<file path="src/hw/rtl/lik_pkg.sv">
// ----------------------------------------------------------------------------
// lik_pkg: shared constants and tables for the leg inverse kinematics block
// Field widths, datapath widths, pipeline depth, register codes, atan table.
// ----------------------------------------------------------------------------
package lik_pkg;

	// vectoring steps of every cordic unit (8 to 24)
	localparam int CORDIC_STEPS = 16;

	// item and register field widths
	localparam int TGT_W      = 13;
	localparam int LEN_W      = 12;
	localparam int OFF_W      = 13;
	localparam int JOINT_W    = 15;
	localparam int CFG_IDX_W  = 2;
	localparam int CFG_DATA_W = 13;

	// reset values of the registers
	localparam logic [LEN_W-1:0] COXA_RST  = 12'd849;
	localparam logic [LEN_W-1:0] FEMUR_RST = 12'd996;
	localparam logic [LEN_W-1:0] TIBIA_RST = 12'd2176;
	localparam logic [OFF_W-1:0] OFFS_RST  = 13'd941;

	// digits of the reach root and of the two acos roots
	localparam int R_DIG = 13;
	localparam int R_W   = 2 * R_DIG;
	localparam int A_DIG = 26;
	localparam int A_W   = 2 * A_DIG;

	// cordic datapath
	localparam int VEC_W = 30;
	localparam int CV_W  = 34;
	localparam int ANG_W = 28;
	localparam int CORDIC_LAT = 2 + CORDIC_STEPS;

	// stages: inputs, squares, sum, reach root, six leg-plane stages,
	// acos roots, cordic input, cordic, combine, output
	localparam int PIPE_DEPTH = 3 + R_DIG + 6 + A_DIG + 1 + CORDIC_LAT + 2;

	typedef enum logic [CFG_IDX_W-1:0] {
		REG_COXA   = 2'd0,
		REG_FEMUR  = 2'd1,
		REG_TIBIA  = 2'd2,
		REG_OFFSET = 2'd3
	} cfg_reg_t;

	// round(atan(2^-i) * 2^24)
	function automatic logic signed [ANG_W-1:0] atan_entry(input int i);
		case (i)
			0:  return 28'sd13176795;
			1:  return 28'sd7778716;
			2:  return 28'sd4110060;
			3:  return 28'sd2086331;
			4:  return 28'sd1047214;
			5:  return 28'sd524117;
			6:  return 28'sd262123;
			7:  return 28'sd131069;
			8:  return 28'sd65536;
			9:  return 28'sd32768;
			10: return 28'sd16384;
			11: return 28'sd8192;
			12: return 28'sd4096;
			13: return 28'sd2048;
			14: return 28'sd1024;
			15: return 28'sd512;
			16: return 28'sd256;
			17: return 28'sd128;
			18: return 28'sd64;
			19: return 28'sd32;
			20: return 28'sd16;
			21: return 28'sd8;
			22: return 28'sd4;
			23: return 28'sd2;
			default: return '0;
		endcase
	endfunction

endpackage

</file>
<file path="src/hw/rtl/lik_cordic.sv">
// ----------------------------------------------------------------------------
// lik_cordic: pipelined vectoring cordic
// atan2(y, x) for x >= 0 in 2^-24 rad; normalizes, then one step per stage.
// ----------------------------------------------------------------------------
module lik_cordic (
	input  logic                              clk,
	input  logic                              en,
	input  logic [lik_pkg::VEC_W-1:0]         vec_x,
	input  logic signed [lik_pkg::VEC_W:0]    vec_y,
	output logic signed [lik_pkg::ANG_W-1:0]  angle
);
	import lik_pkg::*;

	localparam int SH_W = $clog2(VEC_W);

	logic [VEC_W-1:0]        ay;
	logic [VEC_W-1:0]        mag;
	logic [SH_W-1:0]         sh;
	logic [VEC_W-1:0]        x_n1;
	logic signed [VEC_W:0]   y_n1;
	logic [SH_W-1:0]         sh_n1;
	logic                    zero_n1;
	logic signed [CV_W-1:0]  cx [CORDIC_STEPS+1];
	logic signed [CV_W-1:0]  cy [CORDIC_STEPS+1];
	logic signed [ANG_W-1:0] cz [CORDIC_STEPS+1];
	logic                    zf [CORDIC_STEPS+1];

	// leading one search on the larger component
	always_comb begin
		ay  = vec_y[VEC_W] ? VEC_W'(-vec_y) : VEC_W'(vec_y);
		mag = (vec_x > ay) ? vec_x : ay;
		sh  = '0;
		for (int i = 0; i < VEC_W; i++) begin
			if (mag[i]) sh = SH_W'(VEC_W - 1 - i);
		end
	end

	always_ff @(posedge clk) begin
		if (en) begin
			x_n1    <= vec_x;
			y_n1    <= vec_y;
			sh_n1   <= sh;
			zero_n1 <= (vec_x == '0) && (vec_y == '0);
		end
	end

	// scale so the larger component sits in [2^29, 2^30)
	always_ff @(posedge clk) begin
		if (en) begin
			cx[0] <= $signed(CV_W'(x_n1) << sh_n1);
			cy[0] <= CV_W'(y_n1) <<< sh_n1;
			cz[0] <= '0;
			zf[0] <= zero_n1;
		end
	end

	// one micro-rotation per stage
	for (genvar i = 0; i < CORDIC_STEPS; i++) begin : g_step
		always_ff @(posedge clk) begin
			if (en) begin
				zf[i+1] <= zf[i];
				if (cy[i] > 0) begin
					cx[i+1] <= cx[i] + (cy[i] >>> i);
					cy[i+1] <= cy[i] - (cx[i] >>> i);
					cz[i+1] <= cz[i] + atan_entry(i);
				end else begin
					cx[i+1] <= cx[i] - (cy[i] >>> i);
					cy[i+1] <= cy[i] + (cx[i] >>> i);
					cz[i+1] <= cz[i] - atan_entry(i);
				end
			end
		end
	end

	// a zero vector has angle zero
	assign angle = zf[CORDIC_STEPS] ? '0 : cz[CORDIC_STEPS];

endmodule

</file>
<file path="config.mk">
export PLATFORM = sky130hd
export DESIGN_NAME = lik_cordic
export DESIGN_NICKNAME = d
export VERILOG_FILES = /design/src/hw/rtl/lik_pkg.sv /design/src/hw/rtl/lik_cordic.sv
export SDC_FILE = /design/constraint.sdc
export NUM_CORES = 2
export LEC_CHECK = 0
export ABC_AREA = 1
export BUFFER_PORTS_ARGS = -buffer_cell sky130_fd_sc_hd__clkbuf_2
export CAP_MARGIN = 15
export CORE_ASPECT_RATIO = 0.9
export CORE_MARGIN = 4
export CORE_UTILIZATION = 45
export DETAILED_ROUTE_END_ITERATION = 10
export REMOVE_ABC_BUFFERS = 1
export SLEW_MARGIN = 20
export SYNTH_ARGS = -nofsm -noshare
export SYNTH_HDL_FRONTEND = slang
export SYNTH_SLANG_ARGS = --single-unit
</file>
<file path="constraint.sdc">
create_clock -name clk -period 8 [get_ports clk]
set_input_delay 0.8 -clock clk [delete_from_list [all_inputs] [get_ports clk]]
set_output_delay 0.8 -clock clk [all_outputs]
set_load 0.05 [all_outputs]
</file>
==> run metrics <==
status completed; period utilisation layout around nine tenths; Cell Area, Synth between 100000 and 150000 sq um; DRC marker count from the first detailed-route iteration 7278; Min-Delay Path Class input port to register; share of synthesized registers carrying an async set or reset 0%; total CTS buffers between 150 and 200; number of synthesized register bits 1530; placed cells approximately 18000; detailed placer's ending HPWL 248000 um; Total Die Area between 200000 and 300000 sq um; highest cell delay on the worst timing path between 0.4 and 0.5 ns; maximum clock skew at final layout approximately 0.066 ns; overall routing resource usage between 20% and 30%; total number of vias 93800; pin count of the biggest net entering global routing 164; highest metal layer used by the detailed router met4; routed length on met3 ~16000 um; fill count roughly 26000; I/O Pins a little over 90; maximum clock path buffer count 4; WL per Instance roughly 17 um; type of element capturing the critical path register; Site Rows around 180; Tightest Pin Transition approximately 1.0 ns; met2 routed WL around 140000 um; final net count 15600; RSZ-0062 raised after global routing no; crit path max fanout 37; number of enable flip-flop cells after synthesis roughly 1500; wire length the detailed router placed on met1 between 100000 and 150000 um; TritonCTS clock tree done; Avg Inst Size Synth between 8 and 9 sq um; first-pass GRT wire length between 400000 and 500000 um; number of nets with antenna violations after detailed routing 0; insertion delay of the later-clocked pin in the worst-skew pair 0.85 ns; chip height about 500 um; global route total overflow 0; Clk pin slew, worst setup/hold paths about 0.05 ns; area added between synthesis and finish 9.04%; commonest non-fill, non-tap cells in the layout sky130_fd_sc_hd__nand2_1, sky130_fd_sc_hd__inv_1, sky130_fd_sc_hd__edfxtp_1; Syn. warnings 0; # resized after CTS 0; count of non-filler cells in the finished layout 17900; crit path time final between 7 and 8 ns; Via-to-Cell Ratio 5.26; Pre-Repair DR Iteration Count 9; library cells used by synthesis between 60 and 70; post-cts hold buffer count 0; critical path's most frequent cell sky130_fd_sc_hd__o21ai_1; max-cap viol count 0; maximum clock frequency 137 MHz; Slew Limit Fails 0; ratio of cells with drive above 1 in the final layout under 10%; classification of the worst setup path register to register; Worst slew margin between 30% and 40%; die outline width 557 um; leading cell type in the layout, fill and taps excluded sky130_fd_sc_hd__nand2_1; H-tree depth reported by CTS 4; core region area ~270000 sq um; top_reg_cell synth sky130_fd_sc_hd__edfxtp_1; number of antenna violations at the first check in global routing 1; number of setup violations in the final report 0; clock root cell sky130_fd_sc_hd__clkbuf_16; post-CTS setup repair buffer count 0; Fin Hold WS between 0.15 and 0.2 ns; sum of routed wire length over all layers approximately 310000 um; DRC violations left 0; vias in the first global route a little under 90000; number of hold violations in the final report 0; slowest cell on the critical path sky130_fd_sc_hd__edfxtp_1; required time reported for the critical path endpoint ~8.6 ns; proportion of netlist area held by the largest area contributor approximately 38%; Cells after Synth ~14000; number of clock sinks seen by CTS between 1500 and 2000; IO buf count 90; leading cell types by total area after synthesis sky130_fd_sc_hd__edfxtp_1, sky130_fd_sc_hd__ha_1, sky130_fd_sc_hd__xor2_1; top cell type by total area after synthesis sky130_fd_sc_hd__edfxtp_1; final RePlAce weighted congestion 0.939; sequential element share of the synthesized area approximately 38%; initial core utilization approximately 45%; arrival time worst endpoint 7.90 ns; Worst Setup Start Kind register
-- flip-flops by register name, indices dropped and copies added, names as in the netlist --
signal   cells
cy         543
x_n1        30
y_n1        31
zf          17
cx         496
sh_n1        5
zero_n1      1
cz         407
-- cell usage after synthesis (63+ instances only) --
library cell               number
sky130_fd_sc_hd__nor4_1       108
sky130_fd_sc_hd__a31oi_1       79
sky130_fd_sc_hd__ha_1        1320
sky130_fd_sc_hd__nor2_1      1028
sky130_fd_sc_hd__xor2_1      1399
sky130_fd_sc_hd__o21ai_1      150
sky130_fd_sc_hd__nand4_1      100
sky130_fd_sc_hd__xnor2_1      528
sky130_fd_sc_hd__o31ai_1       91
sky130_fd_sc_hd__nor3_1       239
sky130_fd_sc_hd__edfxtp_1    1530
sky130_fd_sc_hd__inv_1       1816
sky130_fd_sc_hd__a21oi_1     1470
sky130_fd_sc_hd__nand3_1      411
sky130_fd_sc_hd__nand2_1     2218
sky130_fd_sc_hd__o211ai_1      63
sky130_fd_sc_hd__clkbuf_1     162
sky130_fd_sc_hd__o21ai_0      634
-- final cells by class --
cell class	count	area, sq um	area share (%)
inverters	1845	6930	5.21
flip-flops and latches	1530	45900	34.5
repair buffers	166	1060	0.798
multi-input cells	10400	68300	51.4
diodes	1	2.50	0.00188
clock buffers	208	4780	3.59
well taps	3568	4460	3.36
clock inverters	128	1500	1.12
-- critical path, delay by kind of cell, from the launching register on --
kind / cells / cell delay (ns)
xor gates and xnor gates: 2 / 0.42
and+or+nand+nor: 11 / 2.02
DFF: 1 / 0.45
AOI/OAI and AO/OA: 16 / 3.25
adders and majority gates: 1 / 0.29
buffers and inverters: 4 / 0.64
-- path summary, 6_finish.rpt --
check,startpoint,to,slack [ns],cells after the start
min,vec_y[1],y_n1[1],0.17,1
max reg2reg,cy[2][7],cx[3][33],0.72,34
max,cy[2][7],cx[3][33],0.72,34
min reg2reg,cz[9][7],cz[10][7],0.37,0
-- stage by stage --
step / utilization (%) / worst slack, ns / TNS, ns / instance area (sq um)
floorplan: - / -0.610 / -4.98 / 121000
global placement: 46.9 / 0.967 / 0 / 127000
detailed placement: 46.9 / 0.956 / 0 / 127000
CTS: 49.3 / 0.941 / 0 / 133000
global route: 49.3 / 0.0420 / 0 / 133000
finish: 49.3 / 0.717 / 0 / 133000
-- layer usage --
metal / up-vias / global-route usage [%]
met5: - / 0
met4: 0 / 4.65
met3: 357 / 2.51
met2: 2124 / 35.2
met1: 43200 / 31.6
li1: 48200 / -
-- kinds of logic after synthesis --
family	synth area share [%]
XOR/XNOR	13.8
AND/OR/NAND/NOR	14.4
AO/OA/AOI/OAI	13.2
flip-flops	37.7
multiplexers	0.222
buffers and inverters	6.35
adder cells (fa/ha/maj)	14.3
Power is not shown: default switching activity piles up to over one toggle a cycle in this logic, so the estimate is an artifact.
